===== config.mk =====
export PLATFORM = sky130hd
export DESIGN_NAME = des_block_cipher
export DESIGN_NICKNAME = d
export VERILOG_FILES = /design/src/hdl/des_pkg.sv /design/src/hdl/des_round.sv /design/src/hdl/des_block_cipher.sv
export SDC_FILE = /design/constraint.sdc
export NUM_CORES = 1
export LEC_CHECK = 0
export BUFFER_PORTS_ARGS = -buffer_cell sky130_fd_sc_hd__buf_2
export CAP_MARGIN = 5
export CORE_AREA = 4 4 103 105
export CTS_BUF_LIST = sky130_fd_sc_hd__clkbuf_2 sky130_fd_sc_hd__clkbuf_4 sky130_fd_sc_hd__clkbuf_8
export DETAILED_ROUTE_END_ITERATION = 8
export DIE_AREA = 0 0 107 109
export PLACE_DENSITY = 0.77
export SYNTH_ARGS = -nofsm -noshare
export SYNTH_HDL_FRONTEND = slang
export SYNTH_SLANG_ARGS = --single-unit

===== constraint.sdc =====
create_clock -name clock -period 1.3 [get_ports clock]
set_input_delay 0.13 -clock clock [delete_from_list [all_inputs] [get_ports clock]]
set_output_delay 0.13 -clock clock [all_outputs]
set_load 0.01 [all_outputs]

===== src/hdl/des_pkg.sv =====
// ----------------------------------------------------------------------------
// des_pkg
// Types, permutation tables, S-boxes and round helpers for the DES core.
// ----------------------------------------------------------------------------
`default_nettype none

package des_pkg;

   typedef struct packed {
      logic [31:0] left;
      logic [31:0] right;
   } half_pair_type;

   typedef enum logic {
      REG_CIPHER_KEY   = 1'b0,
      REG_DECRYPT_MODE = 1'b1
   } reg_index_type;

   localparam int ROUNDS = 16;

   localparam logic [6:0] IP_TBL [64] = '{
      7'd58, 7'd50, 7'd42, 7'd34, 7'd26, 7'd18, 7'd10, 7'd2,
      7'd60, 7'd52, 7'd44, 7'd36, 7'd28, 7'd20, 7'd12, 7'd4,
      7'd62, 7'd54, 7'd46, 7'd38, 7'd30, 7'd22, 7'd14, 7'd6,
      7'd64, 7'd56, 7'd48, 7'd40, 7'd32, 7'd24, 7'd16, 7'd8,
      7'd57, 7'd49, 7'd41, 7'd33, 7'd25, 7'd17, 7'd9,  7'd1,
      7'd59, 7'd51, 7'd43, 7'd35, 7'd27, 7'd19, 7'd11, 7'd3,
      7'd61, 7'd53, 7'd45, 7'd37, 7'd29, 7'd21, 7'd13, 7'd5,
      7'd63, 7'd55, 7'd47, 7'd39, 7'd31, 7'd23, 7'd15, 7'd7
   };

   localparam logic [6:0] FP_TBL [64] = '{
      7'd40, 7'd8, 7'd48, 7'd16, 7'd56, 7'd24, 7'd64, 7'd32,
      7'd39, 7'd7, 7'd47, 7'd15, 7'd55, 7'd23, 7'd63, 7'd31,
      7'd38, 7'd6, 7'd46, 7'd14, 7'd54, 7'd22, 7'd62, 7'd30,
      7'd37, 7'd5, 7'd45, 7'd13, 7'd53, 7'd21, 7'd61, 7'd29,
      7'd36, 7'd4, 7'd44, 7'd12, 7'd52, 7'd20, 7'd60, 7'd28,
      7'd35, 7'd3, 7'd43, 7'd11, 7'd51, 7'd19, 7'd59, 7'd27,
      7'd34, 7'd2, 7'd42, 7'd10, 7'd50, 7'd18, 7'd58, 7'd26,
      7'd33, 7'd1, 7'd41, 7'd9,  7'd49, 7'd17, 7'd57, 7'd25
   };

   localparam logic [5:0] E_TBL [48] = '{
      6'd32, 6'd1,  6'd2,  6'd3,  6'd4,  6'd5,  6'd4,  6'd5,  6'd6,  6'd7,  6'd8,  6'd9,
      6'd8,  6'd9,  6'd10, 6'd11, 6'd12, 6'd13, 6'd12, 6'd13, 6'd14, 6'd15, 6'd16, 6'd17,
      6'd16, 6'd17, 6'd18, 6'd19, 6'd20, 6'd21, 6'd20, 6'd21, 6'd22, 6'd23, 6'd24, 6'd25,
      6'd24, 6'd25, 6'd26, 6'd27, 6'd28, 6'd29, 6'd28, 6'd29, 6'd30, 6'd31, 6'd32, 6'd1
   };

   localparam logic [5:0] P_TBL [32] = '{
      6'd16, 6'd7,  6'd20, 6'd21, 6'd29, 6'd12, 6'd28, 6'd17,
      6'd1,  6'd15, 6'd23, 6'd26, 6'd5,  6'd18, 6'd31, 6'd10,
      6'd2,  6'd8,  6'd24, 6'd14, 6'd32, 6'd27, 6'd3,  6'd9,
      6'd19, 6'd13, 6'd30, 6'd6,  6'd22, 6'd11, 6'd4,  6'd25
   };

   localparam logic [6:0] PC1_TBL [56] = '{
      7'd57, 7'd49, 7'd41, 7'd33, 7'd25, 7'd17, 7'd9,  7'd1,  7'd58, 7'd50, 7'd42, 7'd34,
      7'd26, 7'd18, 7'd10, 7'd2,  7'd59, 7'd51, 7'd43, 7'd35, 7'd27, 7'd19, 7'd11, 7'd3,
      7'd60, 7'd52, 7'd44, 7'd36, 7'd63, 7'd55, 7'd47, 7'd39, 7'd31, 7'd23, 7'd15, 7'd7,
      7'd62, 7'd54, 7'd46, 7'd38, 7'd30, 7'd22, 7'd14, 7'd6,  7'd61, 7'd53, 7'd45, 7'd37,
      7'd29, 7'd21, 7'd13, 7'd5,  7'd28, 7'd20, 7'd12, 7'd4
   };

   localparam logic [5:0] PC2_TBL [48] = '{
      6'd14, 6'd17, 6'd11, 6'd24, 6'd1,  6'd5,  6'd3,  6'd28, 6'd15, 6'd6,  6'd21, 6'd10,
      6'd23, 6'd19, 6'd12, 6'd4,  6'd26, 6'd8,  6'd16, 6'd7,  6'd27, 6'd20, 6'd13, 6'd2,
      6'd41, 6'd52, 6'd31, 6'd37, 6'd47, 6'd55, 6'd30, 6'd40, 6'd51, 6'd45, 6'd33, 6'd48,
      6'd44, 6'd49, 6'd39, 6'd56, 6'd34, 6'd53, 6'd46, 6'd42, 6'd50, 6'd36, 6'd29, 6'd32
   };

   // total left rotation of C and D at each round
   localparam logic [4:0] KS_SHIFT_TBL [16] = '{
      5'd1,  5'd2,  5'd4,  5'd6,  5'd8,  5'd10, 5'd12, 5'd14,
      5'd15, 5'd17, 5'd19, 5'd21, 5'd23, 5'd25, 5'd27, 5'd28
   };

   localparam logic [3:0] SBOX_TBL [8][64] = '{
      '{4'd14, 4'd4,  4'd13, 4'd1,  4'd2,  4'd15, 4'd11, 4'd8,
        4'd3,  4'd10, 4'd6,  4'd12, 4'd5,  4'd9,  4'd0,  4'd7,
        4'd0,  4'd15, 4'd7,  4'd4,  4'd14, 4'd2,  4'd13, 4'd1,
        4'd10, 4'd6,  4'd12, 4'd11, 4'd9,  4'd5,  4'd3,  4'd8,
        4'd4,  4'd1,  4'd14, 4'd8,  4'd13, 4'd6,  4'd2,  4'd11,
        4'd15, 4'd12, 4'd9,  4'd7,  4'd3,  4'd10, 4'd5,  4'd0,
        4'd15, 4'd12, 4'd8,  4'd2,  4'd4,  4'd9,  4'd1,  4'd7,
        4'd5,  4'd11, 4'd3,  4'd14, 4'd10, 4'd0,  4'd6,  4'd13},
      '{4'd15, 4'd1,  4'd8,  4'd14, 4'd6,  4'd11, 4'd3,  4'd4,
        4'd9,  4'd7,  4'd2,  4'd13, 4'd12, 4'd0,  4'd5,  4'd10,
        4'd3,  4'd13, 4'd4,  4'd7,  4'd15, 4'd2,  4'd8,  4'd14,
        4'd12, 4'd0,  4'd1,  4'd10, 4'd6,  4'd9,  4'd11, 4'd5,
        4'd0,  4'd14, 4'd7,  4'd11, 4'd10, 4'd4,  4'd13, 4'd1,
        4'd5,  4'd8,  4'd12, 4'd6,  4'd9,  4'd3,  4'd2,  4'd15,
        4'd13, 4'd8,  4'd10, 4'd1,  4'd3,  4'd15, 4'd4,  4'd2,
        4'd11, 4'd6,  4'd7,  4'd12, 4'd0,  4'd5,  4'd14, 4'd9},
      '{4'd10, 4'd0,  4'd9,  4'd14, 4'd6,  4'd3,  4'd15, 4'd5,
        4'd1,  4'd13, 4'd12, 4'd7,  4'd11, 4'd4,  4'd2,  4'd8,
        4'd13, 4'd7,  4'd0,  4'd9,  4'd3,  4'd4,  4'd6,  4'd10,
        4'd2,  4'd8,  4'd5,  4'd14, 4'd12, 4'd11, 4'd15, 4'd1,
        4'd13, 4'd6,  4'd4,  4'd9,  4'd8,  4'd15, 4'd3,  4'd0,
        4'd11, 4'd1,  4'd2,  4'd12, 4'd5,  4'd10, 4'd14, 4'd7,
        4'd1,  4'd10, 4'd13, 4'd0,  4'd6,  4'd9,  4'd8,  4'd7,
        4'd4,  4'd15, 4'd14, 4'd3,  4'd11, 4'd5,  4'd2,  4'd12},
      '{4'd7,  4'd13, 4'd14, 4'd3,  4'd0,  4'd6,  4'd9,  4'd10,
        4'd1,  4'd2,  4'd8,  4'd5,  4'd11, 4'd12, 4'd4,  4'd15,
        4'd13, 4'd8,  4'd11, 4'd5,  4'd6,  4'd15, 4'd0,  4'd3,
        4'd4,  4'd7,  4'd2,  4'd12, 4'd1,  4'd10, 4'd14, 4'd9,
        4'd10, 4'd6,  4'd9,  4'd0,  4'd12, 4'd11, 4'd7,  4'd13,
        4'd15, 4'd1,  4'd3,  4'd14, 4'd5,  4'd2,  4'd8,  4'd4,
        4'd3,  4'd15, 4'd0,  4'd6,  4'd10, 4'd1,  4'd13, 4'd8,
        4'd9,  4'd4,  4'd5,  4'd11, 4'd12, 4'd7,  4'd2,  4'd14},
      '{4'd2,  4'd12, 4'd4,  4'd1,  4'd7,  4'd10, 4'd11, 4'd6,
        4'd8,  4'd5,  4'd3,  4'd15, 4'd13, 4'd0,  4'd14, 4'd9,
        4'd14, 4'd11, 4'd2,  4'd12, 4'd4,  4'd7,  4'd13, 4'd1,
        4'd5,  4'd0,  4'd15, 4'd10, 4'd3,  4'd9,  4'd8,  4'd6,
        4'd4,  4'd2,  4'd1,  4'd11, 4'd10, 4'd13, 4'd7,  4'd8,
        4'd15, 4'd9,  4'd12, 4'd5,  4'd6,  4'd3,  4'd0,  4'd14,
        4'd11, 4'd8,  4'd12, 4'd7,  4'd1,  4'd14, 4'd2,  4'd13,
        4'd6,  4'd15, 4'd0,  4'd9,  4'd10, 4'd4,  4'd5,  4'd3},
      '{4'd12, 4'd1,  4'd10, 4'd15, 4'd9,  4'd2,  4'd6,  4'd8,
        4'd0,  4'd13, 4'd3,  4'd4,  4'd14, 4'd7,  4'd5,  4'd11,
        4'd10, 4'd15, 4'd4,  4'd2,  4'd7,  4'd12, 4'd9,  4'd5,
        4'd6,  4'd1,  4'd13, 4'd14, 4'd0,  4'd11, 4'd3,  4'd8,
        4'd9,  4'd14, 4'd15, 4'd5,  4'd2,  4'd8,  4'd12, 4'd3,
        4'd7,  4'd0,  4'd4,  4'd10, 4'd1,  4'd13, 4'd11, 4'd6,
        4'd4,  4'd3,  4'd2,  4'd12, 4'd9,  4'd5,  4'd15, 4'd10,
        4'd11, 4'd14, 4'd1,  4'd7,  4'd6,  4'd0,  4'd8,  4'd13},
      '{4'd4,  4'd11, 4'd2,  4'd14, 4'd15, 4'd0,  4'd8,  4'd13,
        4'd3,  4'd12, 4'd9,  4'd7,  4'd5,  4'd10, 4'd6,  4'd1,
        4'd13, 4'd0,  4'd11, 4'd7,  4'd4,  4'd9,  4'd1,  4'd10,
        4'd14, 4'd3,  4'd5,  4'd12, 4'd2,  4'd15, 4'd8,  4'd6,
        4'd1,  4'd4,  4'd11, 4'd13, 4'd12, 4'd3,  4'd7,  4'd14,
        4'd10, 4'd15, 4'd6,  4'd8,  4'd0,  4'd5,  4'd9,  4'd2,
        4'd6,  4'd11, 4'd13, 4'd8,  4'd1,  4'd4,  4'd10, 4'd7,
        4'd9,  4'd5,  4'd0,  4'd15, 4'd14, 4'd2,  4'd3,  4'd12},
      '{4'd13, 4'd2,  4'd8,  4'd4,  4'd6,  4'd15, 4'd11, 4'd1,
        4'd10, 4'd9,  4'd3,  4'd14, 4'd5,  4'd0,  4'd12, 4'd7,
        4'd1,  4'd15, 4'd13, 4'd8,  4'd10, 4'd3,  4'd7,  4'd4,
        4'd12, 4'd5,  4'd6,  4'd11, 4'd0,  4'd14, 4'd9,  4'd2,
        4'd7,  4'd11, 4'd4,  4'd1,  4'd9,  4'd12, 4'd14, 4'd2,
        4'd0,  4'd6,  4'd10, 4'd13, 4'd15, 4'd3,  4'd5,  4'd8,
        4'd2,  4'd1,  4'd14, 4'd7,  4'd4,  4'd10, 4'd8,  4'd13,
        4'd15, 4'd12, 4'd9,  4'd0,  4'd3,  4'd5,  4'd6,  4'd11}
   };

   // table entries count from 1 at the MSB
   function automatic logic [63:0] initial_perm(logic [63:0] x);
      logic [63:0] y;
      for (int i = 0; i < 64; i++) begin
         y[63 - i] = x[6'(64 - int'(IP_TBL[i]))];
      end
      return y;
   endfunction

   function automatic logic [63:0] final_perm(logic [63:0] x);
      logic [63:0] y;
      for (int i = 0; i < 64; i++) begin
         y[63 - i] = x[6'(64 - int'(FP_TBL[i]))];
      end
      return y;
   endfunction

   function automatic logic [27:0] rot28(logic [27:0] v, logic [4:0] n);
      logic [55:0] dbl;
      dbl = {v, v};
      return dbl[6'(55 - int'(n)) -: 28];
   endfunction

   // round key after the given total rotation
   function automatic logic [47:0] subkey(logic [63:0] key, logic [4:0] shift);
      logic [55:0] cd;
      logic [55:0] cd_rot;
      logic [47:0] k;
      for (int i = 0; i < 56; i++) begin
         cd[55 - i] = key[6'(64 - int'(PC1_TBL[i]))];
      end
      cd_rot = {rot28(cd[55:28], shift), rot28(cd[27:0], shift)};
      for (int i = 0; i < 48; i++) begin
         k[47 - i] = cd_rot[6'(56 - int'(PC2_TBL[i]))];
      end
      return k;
   endfunction

   function automatic logic [31:0] feistel(logic [31:0] r, logic [47:0] k);
      logic [47:0] x;
      logic [5:0]  six;
      logic [31:0] s;
      logic [31:0] y;
      for (int i = 0; i < 48; i++) begin
         x[47 - i] = r[5'(32 - int'(E_TBL[i]))];
      end
      x = x ^ k;
      for (int b = 0; b < 8; b++) begin
         six = x[47 - 6 * b -: 6];
         s[31 - 4 * b -: 4] = SBOX_TBL[b][{six[5], six[0], six[4:1]}];
      end
      for (int i = 0; i < 32; i++) begin
         y[31 - i] = s[5'(32 - int'(P_TBL[i]))];
      end
      return y;
   endfunction

endpackage

`default_nettype wire


===== src/hdl/des_round.sv =====
// ----------------------------------------------------------------------------
// des_round
// One Feistel round as a pipeline stage with its own valid bit and ready.
// ----------------------------------------------------------------------------
`default_nettype none

module des_round (
   input  wire logic                  clock,
   input  wire logic                  reset,
   input  wire logic                  in_valid,
   output      logic                  in_ready,
   input  wire des_pkg::half_pair_type in_half,
   input  wire logic [47:0]           round_key,
   output      logic                  out_valid,
   input  wire logic                  out_ready,
   output      des_pkg::half_pair_type out_half
);

   logic                   valid_ff;
   logic                   valid_in;
   des_pkg::half_pair_type half_ff;
   des_pkg::half_pair_type half_in;

   // stage takes an item when empty or when its item leaves this cycle
   assign in_ready  = !valid_ff || out_ready;
   assign out_valid = valid_ff;
   assign out_half  = half_ff;

   always_comb begin
      valid_in = valid_ff;
      half_in  = half_ff;
      if (in_ready) begin
         valid_in = in_valid;
      end
      if (in_valid && in_ready) begin
         half_in.left  = in_half.right;
         half_in.right = in_half.left ^ des_pkg::feistel(in_half.right, round_key);
      end
   end

   always_ff @(posedge clock) begin
      if (reset) begin
         valid_ff <= 1'b0;
      end else begin
         valid_ff <= valid_in;
      end
   end

   always_ff @(posedge clock) begin
      half_ff <= half_in;
   end

endmodule

`default_nettype wire


===== src/hdl/des_block_cipher.sv =====
// ----------------------------------------------------------------------------
// des_block_cipher: single DES, sixteen-stage round pipeline.
// Each stage registers one round, so a result is valid after all sixteen.
// Throughput: one item per cycle while rsp_ready is high; a stalled result
// holds only the stages behind it, earlier bubbles are still filled.
// Reset: clears all stage valid bits, the key to zero and the mode to encrypt.
// ----------------------------------------------------------------------------
`default_nettype none

module des_block_cipher (
   input  wire logic        clock,
   input  wire logic        reset,
   input  wire logic        req_valid,
   output      logic        req_ready,
   input  wire logic [63:0] req_data_block,
   output      logic        rsp_valid,
   input  wire logic        rsp_ready,
   output      logic [63:0] rsp_result_block,
   input  wire logic        csr_psel,
   input  wire logic        csr_penable,
   input  wire logic        csr_pwrite,
   input  wire logic [3:0]  csr_paddr,
   input  wire logic [63:0] csr_pwdata,
   output      logic [63:0] csr_prdata,
   output      logic        csr_pready
);

   localparam int NR = des_pkg::ROUNDS;

   logic [63:0] key_ff;
   logic [63:0] key_in;
   logic        mode_ff;
   logic        mode_in;
   logic        csr_write;

   des_pkg::reg_index_type csr_index;

   logic [47:0]            sched_key [NR];
   logic [NR:0]            stage_valid;
   logic [NR:0]            stage_ready;
   des_pkg::half_pair_type stage_half [NR+1];
   logic [63:0]            ip_block;
   logic [63:0]            pre_out;

   // ---------------------------------------------------------------- config
   assign csr_pready = 1'b1;
   assign csr_write  = csr_psel && csr_penable && csr_pwrite && csr_pready;
   assign csr_index  = des_pkg::reg_index_type'(csr_paddr[3]);

   always_comb begin
      key_in  = key_ff;
      mode_in = mode_ff;
      if (csr_write) begin
         unique case (csr_index)
            des_pkg::REG_CIPHER_KEY:   key_in  = csr_pwdata;
            des_pkg::REG_DECRYPT_MODE: mode_in = csr_pwdata[0];
            default: ;
         endcase
      end
   end

   always_comb begin
      unique case (csr_index)
         des_pkg::REG_CIPHER_KEY:   csr_prdata = key_ff;
         des_pkg::REG_DECRYPT_MODE: csr_prdata = {63'd0, mode_ff};
         default:                   csr_prdata = '0;
      endcase
   end

   always_ff @(posedge clock) begin
      if (reset) begin
         key_ff  <= '0;
         mode_ff <= 1'b0;
      end else begin
         key_ff  <= key_in;
         mode_ff <= mode_in;
      end
   end

   // ------------------------------------------------------------- datapath
   assign ip_block            = des_pkg::initial_perm(req_data_block);
   assign stage_half[0].left  = ip_block[63:32];
   assign stage_half[0].right = ip_block[31:0];
   assign stage_valid[0]      = req_valid;
   assign req_ready           = stage_ready[0];
   assign stage_ready[NR]     = rsp_ready;

   for (genvar g = 0; g < NR; g++) begin : g_round
      logic [47:0] stage_key;

      // key schedule is pure wiring of the key register
      assign sched_key[g] = des_pkg::subkey(key_ff, des_pkg::KS_SHIFT_TBL[g]);
      assign stage_key    = mode_ff ? sched_key[NR - 1 - g] : sched_key[g];

      des_round u_round (
         .clock     (clock),
         .reset     (reset),
         .in_valid  (stage_valid[g]),
         .in_ready  (stage_ready[g]),
         .in_half   (stage_half[g]),
         .round_key (stage_key),
         .out_valid (stage_valid[g+1]),
         .out_ready (stage_ready[g+1]),
         .out_half  (stage_half[g+1])
      );
   end

   // halves swap after the last round
   assign pre_out          = {stage_half[NR].right, stage_half[NR].left};
   assign rsp_result_block = des_pkg::final_perm(pre_out);
   assign rsp_valid        = stage_valid[NR];

`ifndef ASSERT_OFF
   a_full_stall_blocks: assert property (@(posedge clock) disable iff (reset)
      (&stage_valid[NR:1] && !rsp_ready) |-> !req_ready)
      else $error("full stalled pipeline still took an item");

   a_empty_takes: assert property (@(posedge clock) disable iff (reset)
      !stage_valid[1] |-> req_ready)
      else $error("empty first stage refused an item");

   a_accept_lands: assert property (@(posedge clock) disable iff (reset)
      (req_valid && req_ready) |=> stage_valid[1])
      else $error("accepted item missing from first stage");

   a_reset_empty: assert property (@(posedge clock)
      reset |=> (stage_valid[NR:1] == '0))
      else $error("pipeline not empty after reset");
`endif

endmodule

`default_nettype wire

# [Word-level counts from Yosys, hierarchy flattened]
# Cells that the tools add are included.
[totals] register_bits=81 latchBits=0 mem_bits_rw=0 romBits=0 in_bits=139 out_inout_bits=131 word_cells=56 memories=0
[classes] addsub=0 multipliers=0 n_div=0 order_cmp=0 n_eq_ne=0 n_shift=0 n_mux=1 n_bitwise=1 n_reduce_logical=36
[ops] op="one-hot mux 64 bit (2 select lines)" count=1
[ops] op="logical NOT 1 bit" count=16
[ops] op="logical OR 1 bit" count=16
[ops] op="AND reduction 2 bit" count=2
[ops] op="logical AND 1 bit" count=2
[ops] op="inverter 1 bit" count=1

# [Longest topological paths before layout]
[logic_depth] word_depth=17 mapped_depth=5 mapped_depth_nobuf=3

# [Cells and area by module]
# From an unflattened synthesis, not the netlist that was laid out.
[hier_totals] cells_unflattened=6452 hier_area_um2=63653.5
[by_module_without_submodules] mod="des_round" n_inst=16 cells_per_inst=379 area_each_um2=3753.6
[by_module_without_submodules] mod="des_block_cipher" n_inst=1 cells_per_inst=388 area_each_um2=3595.9

# [Worst setup path before layout]
# OpenSTA, ideal clock, no wires.
[synth_timing] path_type="reg-to-output" startpoint="reg g_round[15].u_round.valid_ff" endpoint="out req_ready" arrival_ns=1.141 slack_ns=0.029 stages_incl_launch_ff=5 path_buffers=1 cell_sequence="dfxtp_1 and4b_1 buf_6 nand4_2 or3_1"
[synth_via] elab_chain_cells=17
[synth_rtl] item="from (decl)" line="des_round.sv:19" source="logic valid_ff;"
[synth_rtl] item="from (signal assigned)" line="des_round.sv:45" source="valid_ff <= valid_in;"
[synth_rtl] item="logical NOT 1 bit" line="des_round.sv:25" source="assign in_ready = !valid_ff || out_ready;"
[synth_rtl] item="logical OR 1 bit (16 in series)" line="des_round.sv:25"
[synth_rtl] item="to (decl)" line="des_block_cipher.sv:14" source="output logic req_ready,"
# Every way passes these cells.

# [Worst setup path after layout]
# Ends and elaborated chain as after synthesis.

==> metrics.csv <==
stage;metric;value;unit
cells_and_area;fill cell count;918;
worst_setup_path;reg2reg start;g_round[15].u_round.out_valid$_SDFFE_PP0P_;
cells_and_area;synth-to-layout area growth;28.2;%
worst_setup_path;WP data arrival;1480;ps
cts;Sinks on Clock Net;81;
placement;GPL Wtd Cong;0.723;
synth;post-synthesis cell count;491;
grt;Total GRT Usage;15.1;%
cts;clock buffer depth;2;
sta;final worst slack;-312;ps
floorplanning;Starting Density;39.8;%
drt;WL final;9170;µm
outcome;failing checks;negative setup slack;
sta;final cycle utilization of the critical path;124;%
sta;final setup vio count;1;
cts;Root Driver;clkbuf_8;
worst_setup_path;crit path launch type;flop;
hold_path;Hold Path Origin;csr_pwdata[14];
floorplanning;Die X;107;µm
drt;via-per-instance ratio;4.38;
worst_setup_path;largest fanout on the critical path;2;
power;PwrDens;1080;nW/µm²
worst_setup_path;R2R Setup Slk;140;ps
sta;unrepaired setup endpoints after global routing;yes;
sta;post-layout min period;1610;ps
power;Leak;2.24;nW
worst_setup_path;Worst setup EP type;output port;
floorplanning;number of placement rows;36;
flow_run;MaxCap Viol Count;0;
floorplanning;chip height;109;µm
cts;clk_lat worst skew;350;ps
cells_and_area;fin nets;786;
drt;drt drc;0;
sta;Final Hold Viols;0;
cts;CTS tree;done;
power;Tot Pwr;5.31;mW
sta;Final Hold Slack;21.8;ps
synth;Synth Cell Area;3830;µm²
grt;first-pass GRT wire length;14100;µm
synth;sequential-to-total area share from yosys stat;42.3;%
synth;Mean Syn Cell Area;7.81;µm²
cts;Worst-path clk slew;80;ps
drt;Routed wire per std cell;11.7;µm
sta;Final Max Tran Viols;0;
grt;initial antenna violation count;0;
drt;Detailed Routing Iterations Pass 1;4;
synth;yosys warns;0;
sta;relative slew slack;64.4;%
cells_and_area;ANT cells;0;
worst_setup_path;Register-to-Register Path Depth;4;
hold_path;Min-Delay Endpoint;key_ff[14]$_SDFFE_PP0P_;
floorplanning;Die ar.;11700;µm²
hold_path;HP Class;primary input to flop;
worst_setup_path;CP required;1170;ps
grt;largest net degree at the start of global routing;83;
sta;fmax;0.620;GHz
placement;hpwl dp;6370;µm
hold_path;Cells on Worst Hold Path;3;
drt;vias;3437;
synth;flop and latch count out of synthesis;81;
sta;Setup Skew;6.56;ps
placement;# port buffers;137;
outcome;status;finished with violations;
sta;Slew @ Worst Pin;534;ps
cts;H-tree depth;3;
worst_setup_path;worst r2r dst;g_round[7].u_round.out_valid$_SDFFE_PP0P_;
drt;Starting DRT DRC Count;167;
cells_and_area;share of layout cells above drive strength 1;27.3;%
floorplanning;core area;9640;µm²
synth;Distinct cells, synth;29;
grt;vias in the first global route;3168;
drt;number of nets with antenna violations after routing;0;
grt;gr ovfl total;0;
cts;post-CTS setup buffer count;0;
cells_and_area;Core Util, Final;51.0;%
floorplanning;Top Ports;270;
sta;setup TNS;-312;ps
worst_setup_path;critical path type;flop to output port;
cts;number of buffers created by CTS;9;
power;VDD IR max;0.000489;V
## through the flow
| step | instance area, µm² | std cells | setup slack, ps |
|---|---|---|---|
| 2_1_floorplan | 4070 | 554 | 28.7 |
| 3_3_place_gp | 4370 | 741 | 9.47 |
| 3_5_place_dp | 4370 | 741 | 15.6 |
| 4_1_cts | 4910 | 785 | -353 |
| 5_1_grt | 4910 | 785 | -390 |
| 6_report | 4910 | 785 | -312 |
## layer usage
| layer | vias to the layer above | wire [µm] | part of all wire, % | track usage [%] |
|---|---|---|---|---|
| met4 | 0 | 138 | 1.5 | 5.66 |
| li1 | 1734 | - | - | - |
| met5 | - | 0 | 0 | 0 |
| met3 | 11 | 771 | 8.4 | 4.14 |
| met1 | 1550 | 3480 | 38 | 15.2 |
| met2 | 142 | 4770 | 52 | 29.5 |
## power breakdown
group          internal [mW]  switching [mW]
clock                   1.34           0.925
combinational          0.211           0.292
sequential              2.53          0.0199
total                   4.08            1.24
## worst max path at each step
stage                                                          start  cells past startpoint  slack (ps)                    to
after CTS                 g_round[15].u_round.out_valid$_SDFFE_PP0P_                      4        -350             req_ready
after detailed placement                                csr_paddr[3]                      5          20  mode_ff$_SDFFE_PP0P_
after global routing      g_round[15].u_round.out_valid$_SDFFE_PP0P_                      4        -390             req_ready
final                     g_round[15].u_round.out_valid$_SDFFE_PP0P_                      4        -310             req_ready
after floorplan           g_round[15].u_round.out_valid$_SDFFE_PP0P_                      4          30             req_ready
after global placement                                  csr_paddr[3]                      5           9  mode_ff$_SDFFE_PP0P_
## logic make-up after synthesis
logic type      synth area share (%)
buf+inv                         18.4
simple gates                    27.8
other cells                    0.196
flops                           42.3
compound gates                  10.7
mux                            0.555
## placed cells by master, fill, tap and decap left out, types with 2 or more instances in the layout
| cell | netlist | routed |
|---|---|---|
| dfxtp_2 | 0 | 7 |
| nand2b_1 | 2 | 2 |
| bufinv_16 | 0 | 3 |
| nor2_1 | 9 | 9 |
| a21oi_1 | 69 | 69 |
| o22ai_1 | 5 | 5 |
| conb_1 | 2 | 65 |
| buf_12 | 0 | 2 |
| nand3_1 | 3 | 3 |
| nand4_1 | 4 | 4 |
| dlygate4sd3_1 | 0 | 28 |
| inv_1 | 8 | 8 |
| nand2_1 | 131 | 131 |
| dfxtp_1 | 81 | 74 |
| nor2b_1 | 63 | 63 |
| buf_4 | 67 | 11 |
| buf_2 | 8 | 137 |
| inv_6 | 0 | 2 |
| clkbuf_8 | 0 | 10 |
| and2_1 | 4 | 3 |
## cell usage after synthesis
cell	number	area [µm²]
and2_1	4	25.0
nand4_2	1	12.5
clkbuf_1	14	52.6
nand2_1	131	492
nand4b_1	1	8.76
o31ai_1	1	7.51
mux2_2	1	11.3
a31oi_1	1	6.26
a21oi_1	69	345
nand2b_1	2	12.5
and3_1	1	6.26
o22ai_1	5	31.3
and3b_1	1	8.76
nor2b_1	63	394
and2b_1	1	7.51
buf_4	67	503
buf_6	7	78.8
nor2_1	9	33.8
nand4_1	4	25.0
conb_1	2	7.51
inv_1	8	30.0
buf_2	8	40.0
or3_1	1	6.26
o41ai_2	1	16.3
and4b_1	2	20.0
nand3_1	3	15.0
dfxtp_1	81	1620
o21ai_0	1	5.00
mux2i_1	1	10.0
## final cells by class
| type | count | area, µm² | area share, % |
|---|---|---|---|
| Clock buffer | 10 | 138 | 2.80 |
| Clock inverter | 6 | 113 | 2.29 |
| Inverter | 8 | 30.0 | 0.611 |
| Multi-Input combinational cell | 369 | 1750 | 35.6 |
| Sequential cell | 81 | 1630 | 33.2 |
| Tap cell | 133 | 166 | 3.39 |
| Timing Repair Buffer | 178 | 1090 | 22.2 |
## sequential cells by signal, summed over array words and instances, names as in the netlist
| signal | flops |
|---|---|
| g_round.u_round.out_valid | 16 |
| mode_ff | 1 |
| key_ff | 64 |
## repair_timing
action,4_1_cts,5_1_grt
endpoints found under the hold margin,28,0
hold buffers,28,0
setup endpoints to repair,1,1
pin swaps,2,0
resized for setup,5,3
## critical path: stages, from the launching register on
cell and delay [ps]:
dfxtp_2 330, and4b_1 240, nand4_2 100, or3_1 320
buf_2 150
Note: power is estimated with default switching activity, not from simulation.
